File: src/design/l2ncm_ram.sv
// Generic single-port-write, single-port-read RAM with registered read data.
module l2ncm_ram #(
  parameter int WIDTH = 8,
  parameter int DEPTH = 16
) (
  input  logic                                       clk,
  input  logic                                       we,
  input  logic [(DEPTH > 1 ? $clog2(DEPTH) : 1)-1:0] waddr,
  input  logic [WIDTH-1:0]                           wdata,
  input  logic                                       re,
  input  logic [(DEPTH > 1 ? $clog2(DEPTH) : 1)-1:0] raddr,
  output logic [WIDTH-1:0]                           rdata
);

  logic [WIDTH-1:0] mem [DEPTH];

  always_ff @(posedge clk) begin
    if (we) begin
      mem[waddr] <= wdata;
    end
    if (re) begin
      rdata <= mem[raddr];
    end
  end

endmodule

File: config.mk
export PLATFORM = sky130hd
export DESIGN_NAME = l2ncm_ram
export DESIGN_NICKNAME = d
export VERILOG_FILES = /design/src/design/l2ncm_ram.sv
export SDC_FILE = /design/constraint.sdc
export NUM_CORES = 1
export LEC_CHECK = 0
export BUFFER_PORTS_ARGS = -buffer_cell sky130_fd_sc_hd__buf_2
export CAP_MARGIN = 5
export CORE_MARGIN = 1
export CORE_UTILIZATION = 26
export CTS_BUF_LIST = sky130_fd_sc_hd__clkbuf_4
export CTS_CLUSTER_SIZE = 28
export DETAILED_ROUTE_END_ITERATION = 10
export GPL_TIMING_DRIVEN = 0
export HOLD_SLACK_MARGIN = 0.08
export MAX_ROUTING_LAYER = met4
export SLEW_MARGIN = 20
export SYNTH_ARGS = -nofsm -noshare
export SYNTH_HDL_FRONTEND = slang
export SYNTH_SLANG_ARGS = --single-unit
File: constraint.sdc
create_clock -name clk -period 1.8 [get_ports clk]
set_clock_uncertainty 0.1 [all_clocks]
set_input_delay 0.18 -clock clk [delete_from_list [all_inputs] [get_ports clk]]
set_output_delay 0.18 -clock clk [all_outputs]
set_load 0.1 [all_outputs]
==> summary.txt <==
Run status
  – Status: finished, final reports clean

Floorplan
  – Core Footprint: 0.01959 sq mm
  – Die area: 0.02068 sq mm
  – Die X-Extent: 143.8 um
  – Row count: 51
  – IO Count: 27
  – Die height: 143.8 um
  – Initial Utilization: 26.68%

Setup path
  – Worst Setup SP: waddr[1]
  – WP data arrival: 1780 ps
  – Slowest-stage cell, CP: nor2_1
  – CP required: 1830 ps
  – Max FO, Critical Path: 8
  – Crit end category: register
  – Buf/Inv on CP: 2
  – CP cell instances: dlygate4sd3_1, buf_2, nand2b_1, nor2_1
  – Cell family with most CP delay: simple AND/OR/NAND/NOR gates
  – CP Launch Type: input port
  – FF-to-FF Start: mem[1][0]
  – CP max stage delay: 700 ps
  – CP Class: in2reg

Place
  – Routability-driven placement congestion ratio: 0.7306
  – Area after DPL: 0.005704 sq mm
  – Final HPWL DP: 6.613 mm
  – Placed instance count: 519
  – Port bufs: 25

Cells and area
  – Area Overhead vs Synth: 17.09%
  – Finished Cell Area: 0.006121 sq mm
  – Layout Cells excl Fill: 561
  – FF+latch area: 0.004084 sq mm
  – Diode count: 0
  – Layout Nets: 302
  – Layout fillers: 1878
  – Layout cells sized above 1: 29.39%
  – Multi-input gate area: 0.001077 sq mm

Timing
  – Fin. Hold Viols: 0
  – Unrepaired setup endpoints after global routing: false
  – Part of the cycle the worst path needs: 97.41%
  – Relative slew slack: 42.88%
  – Min cycle time layout: 1753 ps
  – Max-slew violations: 0
  – Final setup fails: 0
  – Max Fclk: 0.5703 GHz
  – Slew @ Worst Pin: 853.6 ps

Yosys
  – Synth Register Bits: 136
  – Seq/Total Area, Yosys: 78.12%
  – Netlist cell types: 18
  – Avg Inst Size Synth: 22.83 sq um
  – Post-Syn Nets: 248
  – Post-Syn Area: 0.005228 sq mm
  – Syn Inst Count: 229
  – Number of synthesis warnings: 0

Pwr
  – Pwr per Cell Area: 1017 mW/mm^2
  – Peak VDD IR: 0.3289 mV
  – Tot Pwr: 6227 uW
  – Leakage power: 0.001967 uW

Global route
  – Largest net degree at the start of global routing: 17
  – First-pass GRT wire length: 15.48 mm
  – Gr ovfl total: 0
  – Total GRT Usage: 11.14%
  – Antenna violations before repair: 0
  – Vias in the first global route: 2546

Flow run
  – Max-cap violations: 0

Clock tree
  – Clk root buf: clkbuf_4
  – Total CTS buffers: 17
  – TritonCTS clock tree: yes
  – Resized Gates After CTS: 0
  – Clk_lat worst skew: 500 ps
  – Clock buffer depth: 2
  – CTS H-tree depth: 4
  – Clock sink count: 136
  – CTS clk-pin slew, worst paths: 110 ps
  – # Post-CTS Setup Buffers: 0

Worst hold path
  – Hold/Removal Path Class: in2reg
  – HP Start: waddr[0]

Detailed routing
  – Final WL: 10.22 mm
  – DR vias/cell: 4.330
  – DR pass1 iterations: 4
  – Final antenna-violating net count: 0
  – DR iter-0 viols: 181
  – Residual DRC count: 0
  – Drt wl/cell: 18.22 um
  – Vias: 2429
==> placed cells by master, fill, tap and decap left out, types with 2 or more instances in the layout <==
master and instances:
buf_2 28, clkbuf_4 22, clkinvlp_4 2, clkdlybuf4s25_2 3
clkinv_1 3, bufinv_16 4, nor3_2 4, nor2_1 13
mux4_2 18, edfxtp_1 136, buf_6 3, dlygate4sd3_1 10
nand2_1 9, a22oi_1 16, nand3b_1 2, nand2b_1 2
mux4_1 14
==> what timing repair did <==
action,CTS,global route
endpoints found under the setup margin,0,0
hold buffers,10,0
hold endpoints to repair,140,0
==> stage by stage <==
stage | setup TNS, ps | util (%) | hold slack, ps | worst slack, ps
global route | 0 | 31.24 | 92.59 | 15.54
finish | 0 | 31.24 | 122.9 | 46.56
CTS | 0 | 31.24 | 80.15 | 43.30
global placement | -13240 | 29.02 | 412.1 | -567.7
detailed placement | -6557 | 29.12 | 447.4 | -215.5
floorplan | 0 | - | 178.9 | 27.13
==> flip-flops by register name, indices dropped and copies added (netlist names) <==
| name | count |
|---|---|
| rdata | 8 |
| mem | 128 |
==> cells by family after synthesis <==
family                 count (synthesis)  synth area share [%]
AND/OR/NAND/NOR                       35                 3.136
flip-flops                           136                 78.12
buffers and inverters                 10                 1.651
multiplexers                          32                 14.79
AO/OA/AOI/OAI                         16                 2.298
==> final cells by class <==
class,count,share of cell area [%]
plain buffers,10,1.410
clock buffers,22,2.698
clock inverters,10,2.473
multi-input cells,83,17.60
flip-flops and latches,136,66.72
well taps,265,5.417
repair buffers,35,3.679
==> synth_stat cells, drive strengths merged <==
| cell type | number | area, sq um |
|---|---|---|
| mux4 | 32 | 773.2 |
| and2b | 1 | 7.510 |
| nand2b | 2 | 12.51 |
| a22oi | 16 | 120.1 |
| and2 | 1 | 6.260 |
| edfxtp | 136 | 4084 |
| nor3 | 4 | 20.02 |
| buf | 7 | 56.30 |
| nand2 | 9 | 33.78 |
| or3b | 1 | 8.760 |
| nand3 | 1 | 5.000 |
| nor2 | 13 | 48.80 |
| nand3b | 2 | 15.01 |
| clkdlybuf4s25 | 3 | 30.03 |
| nor2b | 1 | 6.260 |
==> worst reg2reg max path: cells and delay by family (launching register included) <==
family / cells / cell delay, ps
flip-flops: 1 / 370
multiplexers: 1 / 510
AND/OR/NAND/NOR: 1 / 140
AO/OA/AOI/OAI: 1 / 320
==> final timing paths <==
kind	end	slack, ps	cells after the start
max	mem[2][3]	50	4
min	mem[4][2]	120	2
max reg2reg	rdata[0]	110	3
min reg2reg	rdata[7]	670	3
==> power by group <==
group / leakage (uW) / switching, uW / internal [uW]
Clock: 0.000167 / 1020 / 1170
Combinational: 0.000564 / 316 / 152
Sequential: 0.00124 / 14.7 / 3560
Total: 0.00197 / 1350 / 4880
==> routing by layer <==
| metal | share of wire, % | vias up | GRT usage, % | routed length, um |
|---|---|---|---|---|
| li1 | - | 1089 | - | - |
| met1 | 46 | 1253 | 14.76 | 4737 |
| met2 | 46 | 76 | 16.48 | 4730 |
| met3 | 6.4 | 11 | 3.166 | 650 |
| met4 | 1.0 | 0 | 3.527 | 104 |
| met5 | 0 | - | - | 0 |
(Power assumes the default switching activity.)
