$ cat src/design/l2ncm_pkg.sv
// Shared constants, types and codes for the L2 norm and channel mean block.
package l2ncm_pkg;

  // Field widths.
  localparam int SAMPLE_BITS = 16;
  localparam int VALUE_BITS  = 22;
  localparam int SUM_BITS    = 42;
  localparam int ACC_BITS    = 24;

  // Configuration register widths and reset values.
  localparam int MODE_BITS      = 1;
  localparam int CC_BITS        = 9;
  localparam int PS_BITS        = 13;
  localparam int CFG_DATA_BITS  = 13;
  localparam int CFG_INDEX_BITS = 2;
  localparam int CC_RESET       = 3;
  localparam int PS_RESET       = 1600;

  // Register indexes on the configuration port.
  localparam logic [CFG_INDEX_BITS-1:0] CFG_MODE     = 2'd0;
  localparam logic [CFG_INDEX_BITS-1:0] CFG_CHANNELS = 2'd1;
  localparam logic [CFG_INDEX_BITS-1:0] CFG_PLANE    = 2'd2;

  // Mode codes.
  localparam logic [MODE_BITS-1:0] MODE_L2   = 1'b0;
  localparam logic [MODE_BITS-1:0] MODE_MEAN = 1'b1;

  // Default sizes of the top-level parameters.
  localparam int PLANE_MAX_DEFAULT   = 4096;
  localparam int CHANNEL_MAX_DEFAULT = 256;

  // Step counts of the shared iterative unit.
  localparam int SQRT_STEPS = SUM_BITS / 2;
  localparam int DIV_STEPS  = ACC_BITS;
  localparam int STEP_BITS  = $clog2(DIV_STEPS);

  typedef enum logic [1:0] {
    ST_IDLE,
    ST_SQUARE,
    ST_MACC,
    ST_RUN
  } state_t;

  typedef enum logic {
    OP_SQRT,
    OP_DIV
  } iter_op_t;

  typedef struct packed {
    logic                start;
    iter_op_t            op;
    logic                negative;
    logic [CC_BITS-1:0]  divisor;
    logic [SUM_BITS-1:0] operand;
  } iter_cmd_t;

  typedef struct packed {
    logic busy;
    logic valid;
  } iter_stat_t;

endpackage

$ cat src/design/l2ncm_iter.sv
// Shared iterative unit: digit-by-digit square root and restoring division.
module l2ncm_iter (
  input  logic                                   clk,
  input  logic                                   rst,
  input  l2ncm_pkg::iter_cmd_t                   cmd,
  output l2ncm_pkg::iter_stat_t                  stat,
  output logic signed [l2ncm_pkg::VALUE_BITS-1:0] result
);

  localparam int AB = l2ncm_pkg::ACC_BITS;
  localparam int SB = l2ncm_pkg::SUM_BITS;
  localparam int TB = l2ncm_pkg::STEP_BITS;

  logic                          busy;
  logic                          valid;
  l2ncm_pkg::iter_op_t           op_q;
  logic                          neg_q;
  logic [l2ncm_pkg::CC_BITS-1:0] divisor_q;
  logic [SB-1:0]                 src;
  logic [AB-1:0]                 rem;
  logic [AB-1:0]                 acc;
  logic [TB-1:0]                 count;

  logic [AB-1:0] shifted;
  logic [AB-1:0] trial;
  logic [AB:0]   diff;
  logic          ge;
  logic [AB-1:0] signed_q;

  // One subtractor serves both operations; only the operands differ.
  always_comb begin
    unique case (op_q)
      l2ncm_pkg::OP_SQRT: begin
        shifted = {rem[AB-3:0], src[SB-1:SB-2]};
        trial   = {acc[AB-3:0], 2'b01};
      end
      l2ncm_pkg::OP_DIV: begin
        shifted = {rem[AB-2:0], src[SB-1]};
        trial   = AB'(divisor_q);
      end
    endcase
  end

  assign diff = {1'b0, shifted} - {1'b0, trial};
  assign ge   = ~diff[AB];

  always_ff @(posedge clk) begin
    if (rst) begin
      busy  <= 1'b0;
      valid <= 1'b0;
    end else if (cmd.start) begin
      busy  <= 1'b1;
      valid <= 1'b0;
    end else if (busy && count == '0) begin
      busy  <= 1'b0;
      valid <= 1'b1;
    end
  end

  always_ff @(posedge clk) begin
    if (cmd.start) begin
      op_q      <= cmd.op;
      neg_q     <= cmd.negative;
      divisor_q <= cmd.divisor;
      rem       <= '0;
      acc       <= '0;
      if (cmd.op == l2ncm_pkg::OP_SQRT) begin
        src   <= cmd.operand;
        count <= TB'(l2ncm_pkg::SQRT_STEPS - 1);
      end else begin
        src   <= {cmd.operand[AB-1:0], (SB-AB)'(0)};
        count <= TB'(l2ncm_pkg::DIV_STEPS - 1);
      end
    end else if (busy) begin
      rem   <= ge ? diff[AB-1:0] : shifted;
      acc   <= {acc[AB-2:0], ge};
      src   <= (op_q == l2ncm_pkg::OP_SQRT) ? {src[SB-3:0], 2'b00} : {src[SB-2:0], 1'b0};
      count <= count - TB'(1);
    end
  end

  assign signed_q   = neg_q ? (~acc + AB'(1)) : acc;
  assign result     = signed_q[l2ncm_pkg::VALUE_BITS-1:0];
  assign stat.busy  = busy;
  assign stat.valid = valid;

endmodule

$ cat config.mk
export PLATFORM = sky130hd
export DESIGN_NAME = l2ncm_iter
export DESIGN_NICKNAME = d
export VERILOG_FILES = /design/src/design/l2ncm_pkg.sv /design/src/design/l2ncm_iter.sv
export SDC_FILE = /design/constraint.sdc
export NUM_CORES = 1
export LEC_CHECK = 0
export ABC_AREA = 1
export BUFFER_PORTS_ARGS = -buffer_cell sky130_fd_sc_hd__buf_2
export CORE_AREA = 2 2 140 142
export CTS_BUF_LIST = sky130_fd_sc_hd__clkbuf_8
export CTS_CLUSTER_SIZE = 12
export DETAILED_ROUTE_END_ITERATION = 10
export DIE_AREA = 0 0 142 144
export HOLD_SLACK_MARGIN = 0.12
export PLACE_DENSITY = 0.66
export SLEW_MARGIN = 10
export SYNTH_ARGS = -nofsm -noshare
export SYNTH_HDL_FRONTEND = slang
export SYNTH_SLANG_ARGS = --single-unit
$ cat constraint.sdc
create_clock -name clk -period 9.8 [get_ports clk]
set_clock_uncertainty 0.2 [all_clocks]
set_input_delay 2.94 -clock clk [delete_from_list [all_inputs] [get_ports clk]]
set_output_delay 2.94 -clock clk [all_outputs]
set_load 0.02 [all_outputs]
==> results.json, run 1 <==
{
  "antenna_found_initial": 0,
  "syn-cell-area_um2": 7420,
  "synthSimpleGateAreaFrac_pct": 29.0,
  "drt_pass1_iterations": 6,
  "cp_slowest_stage_delay_ns": 0.71,
  "dp_slack_ns": 4.36,
  "slew_headroom_pct": 38.2,
  "yosysMostFrequentCell": "nand2_1",
  "syn_to_final_growth_pct": 9.94,
  "fp.dieH_um": 144,
  "n_antenna_cell": 0,
  "ys_seq_elements": 105,
  "synth_area_per_cell_um2": 6.76,
  "muxShareOfSynthArea_pct": 0,
  "async_reset_ff_share_pct": 0,
  "vias": 6971,
  "synth_xor_xnor_area_share_pct": 2.60,
  "synthAdderAreaFrac_pct": 4.66,
  "synth_compound_area_share_pct": 14.8,
  "grtUsageMet1_pct": 26.3,
  "max-cap-violations": 0,
  "routedWlPerCell_um": 13.7,
  "yosys_warnings": 0,
  "cts_max_path_buffers": 2,
  "start_kind": "flip-flop",
  "fin_nets": 1233,
  "finalPower_uw": 1570,
  "hold_depth": 1,
  "top_usage_layer": "met2",
  "coreArea_um2": 19100,
  "grt_pass1_wl_um": 30600,
  "crit_required_ns": 6.66,
  "synth_common_cells": "nand2_1, inv_1, nor2_1",
  "dp_cells": 1377,
  "worst_ep_arrival_time_ns": 2.41,
  "endpoint_kind": "primary output",
  "reg2reg_depth": 15,
  "grtUsageMet2_pct": 30.8,
  "yosysTopAreaCell": "edfxtp_1",
  "multi_input_area_um2": 3790,
  "cts-hold-fix-buffers": 0,
  "crit_fanout": 17,
  "setup_viol": 0,
  "cts_tree": "built",
  "hp-class": "flip-flop to flip-flop",
  "portBuffers": 79,
  "grt_start_max_net_pins": 83,
  "fin_hold_ws_ns": 0.274,
  "cts_buffers": 9,
  "clk_pin_slew_ns": 0.11,
  "die-area_um2": 20400,
  "min_period_ns": 5.55,
  "regArea_um2": 2680,
  "cts_setup_buffers": 0,
  "fin_crit_sh_pct": 56.6,
  "cts_max_level": 3,
  "yosysSeqAreaShare_pct": 36.2,
  "grt_pass1_vias": 6212,
  "cts-root-buf": "clkbuf_8",
  "synth_cell_types": 41,
  "timing.fmax_ghz": 0.180,
  "clkLatencyLatePin_ns": 0.40,
  "place_hpwl_um": 14200,
  "ir_worst_vdd_v": 0.000118,
  "synth_ff_type": "edfxtp_1",
  "critPathKind": "flip-flop to primary output",
  "viasPerCell": 5.00,
  "synth_top_family_by_area": "simple AND/OR/NAND/NOR gates",
  "drc_errors": 0,
  "drive_above_1_share_pct": 11.3,
  "syn_nets": 1180,
  "pin_count": 80,
  "detail-route-antenna-nets": 0,
  "initial_core_util_pct": 38.9,
  "setup_ws_ns": 4.25,
  "synthTopCellsByArea": "edfxtp_1, nand2_1, dfxtp_1",
  "slew_violations": 0,
  "critPathSlowestCell": "edfxtp_1",
  "cts_resized": 0,
  "cts_sinks": 105,
  "yosysTopAreaCellShare_pct": 23.5,
  "grtUsageTotal_pct": 18.8,
  "place_congestion": 0.922,
  "syn-instance-count": 1097,
  "die_w_um": 142,
  "rsz0062_at_grt": "false",
  "outcome": "complete, no violations",
  "grt_overflow": 0,
  "drtIter0Drc": 511,
  "hold_violations": 0,
  "wl_um": 19200,
  "finalNonFillerCells": 1393,
  "nFillCells": 2013,
  "met3_usage_pct": 1.89,
  "tns_ns": 0,
  "powerDensity_nw_per_um2": 193,
  "leakage_uw": 0.00408,
  "synth-edff-count": 58,
  "rows": 51,
  "worstMarginPinSlew_ns": 0.924,
  "cp_cell_sequence": "clkinv_1, o21ai_1, nor2_1, nand2_1, xor2_1, buf_2"
}
[state kept, by name (all words and copies together), names as in the netlist]
signal,cells
count,5
valid,1
acc,22
neg_q,1
busy,1
op_q,1
src,42
divisor_q,9
rem,23
[metal layers]
metal  part of all wire (%)  vias to the layer above
met5                      0                        -
met1                     48                     3138
li1                       -                     3633
met2                     46                      180
met3                    4.4                       20
met4                    1.6                        0
[layout make-up]
| cell class | count | share of cell area, % |
|---|---|---|
| timing repair buffer | 85 | 5.40 |
| inverter | 199 | 9.18 |
| sequential | 105 | 32.9 |
| multi-input combinational | 750 | 46.5 |
| tap | 238 | 3.65 |
| clock inverter | 7 | 0.890 |
| clock buffer | 9 | 1.52 |
[kinds of logic (layout without fill, tap and decap cells)]
kind of cell | count (synthesis) | after routing
flops | 105 | 105
compound gates | 185 | 185
simple gates | 516 | 516
buf+inv | 242 | 300
xor+xnor | 22 | 22
fa+ha+maj | 27 | 27
[layout by cell type (no fill, tap or decap), types with 10 or more instances in the layout]
cell	synthesis	final
inv_1	194	193
ha_1	26	26
nand2_1	336	335
a21oi_1	31	31
o22ai_1	37	37
xor2_1	22	22
buf_2	4	79
edfxtp_1	58	58
dfxtp_1	47	47
nand3_1	49	49
o221ai_1	23	23
o21ai_0	76	76
nand4_1	10	10
nor2_1	91	91
[stage by stage]
step                cell area [um^2]  utilization (%)
floorplan                       7420                -
global placement                7960             41.7
detailed placement              7960             41.7
CTS                             8150             42.7
global route                    8150             42.7
finish                          8150             42.7
[worst max-delay path, delay by kind of cell, from the launching register on]
kind / cells / cell delay [ns]
xor+xnor: 1 / 0.13
compound gates: 1 / 0.39
buf+inv: 2 / 0.58
simple gates: 2 / 0.20
flops: 1 / 0.71
[final timing paths]
| check | startpoint | to | slack [ns] |
|---|---|---|---|
| setup / recovery | neg_q$_DFFE_PP_ | result[18] | 4.25 |
| hold / removal | valid$_SDFFE_PP0P_ | valid$_SDFFE_PP0P_ | 0.27 |
| setup reg to reg | op_q$_DFFE_PP_ | rem[10]$_SDFFE_PP0P_ | 6.07 |
| hold reg to reg | valid$_SDFFE_PP0P_ | valid$_SDFFE_PP0P_ | 0.27 |
[power breakdown]
part	internal [uW]	switching, uW
combinational	249	502
sequential	524	26.3
clock	99.5	173
Note: power is estimated with default switching activity, not from simulation.
==> inputs of run 2 (changes only) <==
==> constraint.sdc (replaced) <==
create_clock -name clk -period 5.35 [get_ports clk]
set_clock_uncertainty 0.2 [all_clocks]
set_input_delay 1.605 -clock clk [delete_from_list [all_inputs] [get_ports clk]]
set_output_delay 1.605 -clock clk [all_outputs]
set_load 0.02 [all_outputs]
==> run 2 against run 1 <==
Effect of this change:
- combinational power rose by 85%
- clock power rose by 88%
- wire length is 4.4% higher
- utilization grew 0.28 points
- sequential power is 83% higher
- die area did not move
- critical path depth did not move
==> results.json, run 2 (synthesis gave the netlist of run 1 again) <==
{
  "grt_pass1_vias": 6479,
  "cts_resized": 0,
  "grt_overflow": 0,
  "clkLatencyLatePin_ns": 0.39,
  "cts_sinks": 105,
  "worstMarginPinSlew_ns": 0.968,
  "r2r_end": "rem[10]$_SDFFE_PP0P_",
  "critPathSlowestCell": "edfxtp_1",
  "cts-root-buf": "clkbuf_8",
  "reg2reg_depth": 15,
  "start_kind": "flip-flop",
  "final_core_util_pct": 43.0,
  "coreArea_um2": 19100,
  "cts_max_path_buffers": 2,
  "fin_hold_ws_ns": 0.280,
  "fin_crit_sh_pct": 78.2,
  "die_w_um": 142,
  "layout_common_cells": "nand2_1, inv_1, nor2_1, buf_2, o21ai_0",
  "min_period_ns": 4.19,
  "place_area_um2": 8010,
  "routedWlPerCell_um": 14.3,
  "drive_above_1_share_pct": 11.8,
  "cts_setup_buffers": 0,
  "cts_max_level": 3,
  "final_common_cell": "nand2_1",
  "finalPower_uw": 2910,
  "hold_violations": 0,
  "detail-route-antenna-nets": 0,
  "drc_errors": 0,
  "slew_headroom_pct": 35.3,
  "grtUsageMet1_pct": 28.0,
  "largest_reg_flops": 42,
  "grtUsageMet2_pct": 31.6,
  "fin_area_um2": 8210,
  "drtIter0Drc": 621,
  "setup_viol": 0,
  "cp_slowest_stage_delay_ns": 0.71,
  "hp-class": "flip-flop to flip-flop",
  "place_hpwl_um": 14900,
  "cts_buffers": 9,
  "antenna_found_initial": 1,
  "grt_pass1_wl_um": 32000,
  "wl_um": 20000,
  "outcome": "complete, no violations",
  "grt_start_max_net_pins": 44,
  "rrSetupSlack_ns": 1.67,
  "worstSetupStartpoint": "neg_q$_DFFE_PP_",
  "rows": 51,
  "powerDensity_nw_per_um2": 355,
  "crit_fanout": 17,
  "portBuffers": 79,
  "max-cap-violations": 0,
  "drt_pass1_iterations": 5,
  "top_usage_layer": "met2",
  "cts_tree": "built",
  "cp_cell_sequence": "clkinv_1, o21ai_1, nor2_1, nand2_1, xor2_1, buf_2",
  "worst_ep_arrival_time_ns": 2.38,
  "grtUsageTotal_pct": 19.8,
  "cp-endpoint": "result[18]",
  "viasPerCell": 5.08,
  "critPathKind": "flip-flop to primary output",
  "place_congestion": 0.908,
  "crit_required_ns": 3.55,
  "fin_nets": 1240,
  "vias": 7123,
  "pin_count": 80,
  "clk_pin_slew_ns": 0.11,
  "rsz0062_at_grt": "false",
  "syn_to_final_growth_pct": 10.6,
  "endpoint_kind": "primary output",
  "tns_ns": 0,
  "r2r-start": "op_q$_DFFE_PP_",
  "timing.fmax_ghz": 0.239,
  "reg_top3": "src x42, rem x23, acc x22",
  "slew_violations": 0,
  "die-area_um2": 20400,
  "leakage_uw": 0.00413,
  "initial_core_util_pct": 38.9,
  "cts-hold-fix-buffers": 0,
  "met3_usage_pct": 2.38,
  "ir_worst_vdd_v": 0.000239,
  "largest-register": "src",
  "fp.dieH_um": 144
}
-- run 2: changes by cell type in the layout (fill, tap and decap cells not counted), sizes merged --
cell / delta
buf: +7
clkinv: -2
inv: +1
bufinv: +1
diode: +1
-- run 2: worst min path at each step --
stage	start	end	slack (ns)	cells past startpoint
after floorplan	valid$_SDFFE_PP0P_	valid$_SDFFE_PP0P_	0.24	1
after global placement	valid$_SDFFE_PP0P_	valid$_SDFFE_PP0P_	0.25	1
after detailed placement	valid$_SDFFE_PP0P_	valid$_SDFFE_PP0P_	0.26	1
after CTS	valid$_SDFFE_PP0P_	valid$_SDFFE_PP0P_	0.28	1
after global routing	valid$_SDFFE_PP0P_	valid$_SDFFE_PP0P_	0.31	1
final	valid$_SDFFE_PP0P_	valid$_SDFFE_PP0P_	0.28	1
-- run 2: layout make-up --
class	instances	area, um^2
inverter	199	748
timing repair buffer	92	493
clock inverter	7	70.1
sequential	105	2680
multi-input combinational	750	3790
antenna	1	2.50
tap	238	298
fill	1982	10900
clock buffer	9	124
-- run 2: layer usage --
layer | share of wire [%] | routed length (um) | vias to the layer above
met5 | 0 | 0 | -
met4 | 1.7 | 338 | 0
met3 | 5.3 | 1050 | 20
met2 | 45 | 9000 | 213
met1 | 48 | 9610 | 3235
li1 | - | - | 3655
-- run 2: critical path, delay by kind of cell (launching register included) --
family | cells | cell delay [ns]
AO/OA/AOI/OAI | 1 | 0.36
XOR/XNOR | 1 | 0.14
buffers and inverters | 2 | 0.58
flip-flops | 1 | 0.71
AND/OR/NAND/NOR | 2 | 0.21
-- run 2: per-stage QoR --
step,worst slack [ns],std cells
floorplan,1.42,1097
global placement,1.62,1384
detailed placement,1.60,1384
CTS,1.16,1400
global route,0.997,1401
finish,1.16,1401
-- run 2: report_power, final --
part | switching [uW] | total, uW | leakage [uW] | internal, uW
logic | 929 | 1390 | 0.00305 | 461
registers | 48.4 | 1010 | 0.000971 | 960
clock network | 296 | 514 | 0.000104 | 218
==> inputs of run 3 (changes only) <==
--- a/config.mk
+++ b/config.mk
@@ -5,13 +5,13 @@
 export SDC_FILE = /design/constraint.sdc
 export NUM_CORES = 1
 export LEC_CHECK = 0
-export ABC_AREA = 1
+export ABC_AREA = 0
 export BUFFER_PORTS_ARGS = -buffer_cell sky130_fd_sc_hd__buf_2
-export CORE_AREA = 2 2 140 142
+export CORE_AREA = 2 2 137 139
 export CTS_BUF_LIST = sky130_fd_sc_hd__clkbuf_8
 export CTS_CLUSTER_SIZE = 12
 export DETAILED_ROUTE_END_ITERATION = 10
-export DIE_AREA = 0 0 142 144
+export DIE_AREA = 0 0 139 141
 export HOLD_SLACK_MARGIN = 0.12
 export PLACE_DENSITY = 0.66
 export SLEW_MARGIN = 10
==> constraint.sdc (replaced) <==
create_clock -name clk -period 3.9 [get_ports clk]
set_clock_uncertainty 0.2 [all_clocks]
set_input_delay 1.17 -clock clk [delete_from_list [all_inputs] [get_ports clk]]
set_output_delay 1.17 -clock clk [all_outputs]
set_load 0.02 [all_outputs]
==> run 3 against run 2 <==
Effect of this change:
- global-route usage is 2.7 points lower
- combinational power is 100% higher
- sequential power is 42% higher
- first-iteration DRC count is 44% lower
- critical path type unchanged
- via count is 19% lower
- critical endpoint is now result[20]
- clock power is 30% higher
==> results.json, run 3 <==
{
  "r2r-start": "op_q$_DFFE_PP_",
  "synth_ff_type": "edfxtp_1",
  "wl_um": 16900,
  "pin_count": 80,
  "worst_ep_arrival_time_ns": 2.43,
  "largest_reg_flops": 42,
  "async_reset_ff_share_pct": 0,
  "powerDensity_nw_per_um2": 620,
  "grtUsageMet1_pct": 23.4,
  "cts_buffers": 9,
  "syn-cell-area_um2": 7080,
  "drc_errors": 0,
  "rows": 50,
  "timing.fmax_ghz": 0.263,
  "muxShareOfSynthArea_pct": 13.8,
  "coreArea_um2": 18300,
  "min_from": "rem[22]$_SDFFE_PP0P_",
  "syn_nets": 833,
  "finalPower_uw": 4890,
  "fin_hold_ws_ns": 0.283,
  "clkLatencyLatePin_ns": 0.40,
  "synth_common_cells": "mux2i_1, nand2_1, edfxtp_1",
  "final_common_cell": "buf_2",
  "met3_usage_pct": 3.06,
  "fp.dieH_um": 141,
  "initial_core_util_pct": 38.8,
  "endpoint_kind": "primary output",
  "ys_seq_elements": 105,
  "synth_compound_area_share_pct": 19.6,
  "yosysMostFrequentCell": "mux2i_1",
  "grt_pass1_vias": 5425,
  "drt_pass1_iterations": 4,
  "reg2reg_depth": 11,
  "r2r_end": "rem[15]$_SDFFE_PP0P_",
  "cts_setup_buffers": 0,
  "largest-register": "src",
  "cts_sinks": 105,
  "crit_fanout": 3,
  "critPathKind": "flip-flop to primary output",
  "slew_violations": 0,
  "rsz0062_at_grt": "false",
  "synthAdderAreaFrac_pct": 4.88,
  "synth_top_family_by_area": "compound AO/OA/AOI/OAI gates",
  "slew_headroom_pct": 44.8,
  "synth-edff-count": 58,
  "dp_cells": 1027,
  "antenna_found_initial": 0,
  "clk_pin_slew_ns": 0.11,
  "grtUsageTotal_pct": 17.1,
  "crit_required_ns": 2.53,
  "dp_slack_ns": 0.243,
  "rrSetupSlack_ns": 0.25,
  "cts_max_level": 3,
  "drtIter0Drc": 350,
  "n_antenna_cell": 0,
  "outcome": "complete, no violations",
  "fin_crit_sh_pct": 97.3,
  "grt_pass1_wl_um": 27500,
  "start_kind": "flip-flop",
  "syn-instance-count": 750,
  "synthTopCellsByArea": "edfxtp_1, dfxtp_1, mux2i_1",
  "max-cap-violations": 0,
  "ir_worst_vdd_v": 0.000393,
  "cts-root-buf": "clkbuf_8",
  "die_w_um": 139,
  "yosysTopAreaCell": "edfxtp_1",
  "die-area_um2": 19600,
  "synth_xor_xnor_area_share_pct": 4.58,
  "vias": 5782,
  "cts_tree": "built",
  "place_congestion": 0.855,
  "synthSimpleGateAreaFrac_pct": 14.8,
  "min_period_ns": 3.80,
  "setup_ws_ns": 0.103,
  "drive_above_1_share_pct": 19.4,
  "leakage_uw": 0.00323,
  "detail-route-antenna-nets": 0,
  "tns_ns": 0,
  "hp-class": "flip-flop to flip-flop",
  "routedWlPerCell_um": 16.2,
  "finalNonFillerCells": 1043,
  "grtUsageMet2_pct": 27.0,
  "synth_cell_types": 64,
  "worstMarginPinSlew_ns": 0.828,
  "cts_max_path_buffers": 2,
  "synth_area_per_cell_um2": 9.44,
  "syn_to_final_growth_pct": 11.6,
  "hold_violations": 0,
  "yosysSeqAreaShare_pct": 37.9,
  "reg_top3": "src x42, rem x23, acc x22",
  "layout_common_cells": "buf_2, mux2i_1, nand2_1, edfxtp_1, nor2_1",
  "min_delay_worst_endpoint": "rem[22]$_SDFFE_PP0P_",
  "viasPerCell": 5.54,
  "yosysTopAreaCellShare_pct": 24.6,
  "fin_nets": 887,
  "yosys_warnings": 0,
  "setup_viol": 0,
  "place_hpwl_um": 11900,
  "grt_overflow": 0,
  "grt_start_max_net_pins": 54,
  "portBuffers": 79,
  "hold_depth": 2,
  "top_usage_layer": "met2"
}
==> run 3: changes by cell type after synthesis, sizes merged, moves of 18 or more <==
cell,delta
nand2b,+19
nand3,-38
a21oi,+18
xnor2,+22
o21ai,-31
mux2i,+72
o22ai,-37
a211oi,+34
nor2,-43
nand2,-279
mux2,+23
nor2b,+27
inv,-186
o221ai,-23
==> run 3: cells by family (layout without fill, tap and decap cells) <==
family                   Yosys count  after routing
XOR/XNOR                          37             37
buffers and inverters             64            123
AO/OA/AOI/OAI                    205            205
adder cells (fa/ha/maj)           27             27
flip-flops                       105            105
multiplexers                      95             95
AND/OR/NAND/NOR                  217            217
==> run 3: repair_timing <==
item | CTS | global route
resized for setup | 5 | 10
hold buffers | 0 | 0
setup endpoints to repair | 10 | 13
pin swaps | 0 | 1
==> run 3: power by group <==
| part | internal, uW | switching [uW] | total [uW] |
|---|---|---|---|
| Sequential | 1330 | 95.6 | 1430 |
| Combinational | 1090 | 1710 | 2800 |
| Clock | 245 | 424 | 669 |
==> run 3: routing by layer <==
layer	wire, um	vias up
met4	394	0
met3	598	31
met2	7820	117
met1	8070	2748
li1	-	2886
met5	0	-
==> run 3: worst max path at each step <==
stage | from | end
2_1_floorplan | op_q$_DFFE_PP_ | rem[0]$_SDFFE_PP0P_
3_5_place_dp | acc[3]$_SDFFE_PP0P_ | result[16]
4_1_cts | acc[3]$_SDFFE_PP0P_ | result[19]
5_1_grt | acc[4]$_SDFFE_PP0P_ | result[20]
6_report | acc[2]$_SDFFE_PP0P_ | result[20]
3_3_place_gp | acc[3]$_SDFFE_PP0P_ | result[20]
==> run 3: cell type report <==
class / count / area (um^2)
fillers: 1797 / 10400
multi-input cells: 581 / 4160
flip-flops and latches: 105 / 2690
repair buffers: 96 / 538
well taps: 234 / 293
clock buffers: 9 / 124
clock inverters: 7 / 60.1
inverters: 11 / 41.3
==> run 3: per-stage QoR <==
step,cell area [um^2],utilization [%]
4_1_cts,7860,43.0
2_1_floorplan,7080,-
3_5_place_dp,7640,41.8
3_3_place_gp,7640,41.8
5_1_grt,7900,43.2
6_report,7900,43.2
==> run 3: critical path, cell delays in order (launching register included) <==
cell	delay [ns]
dfxtp_1	0.36
nor4_4	0.34
nor3b_4	0.25
nand2_1	0.20
o41ai_4	0.41
nand2_1	0.12
xor2_1	0.15
buf_2	0.19
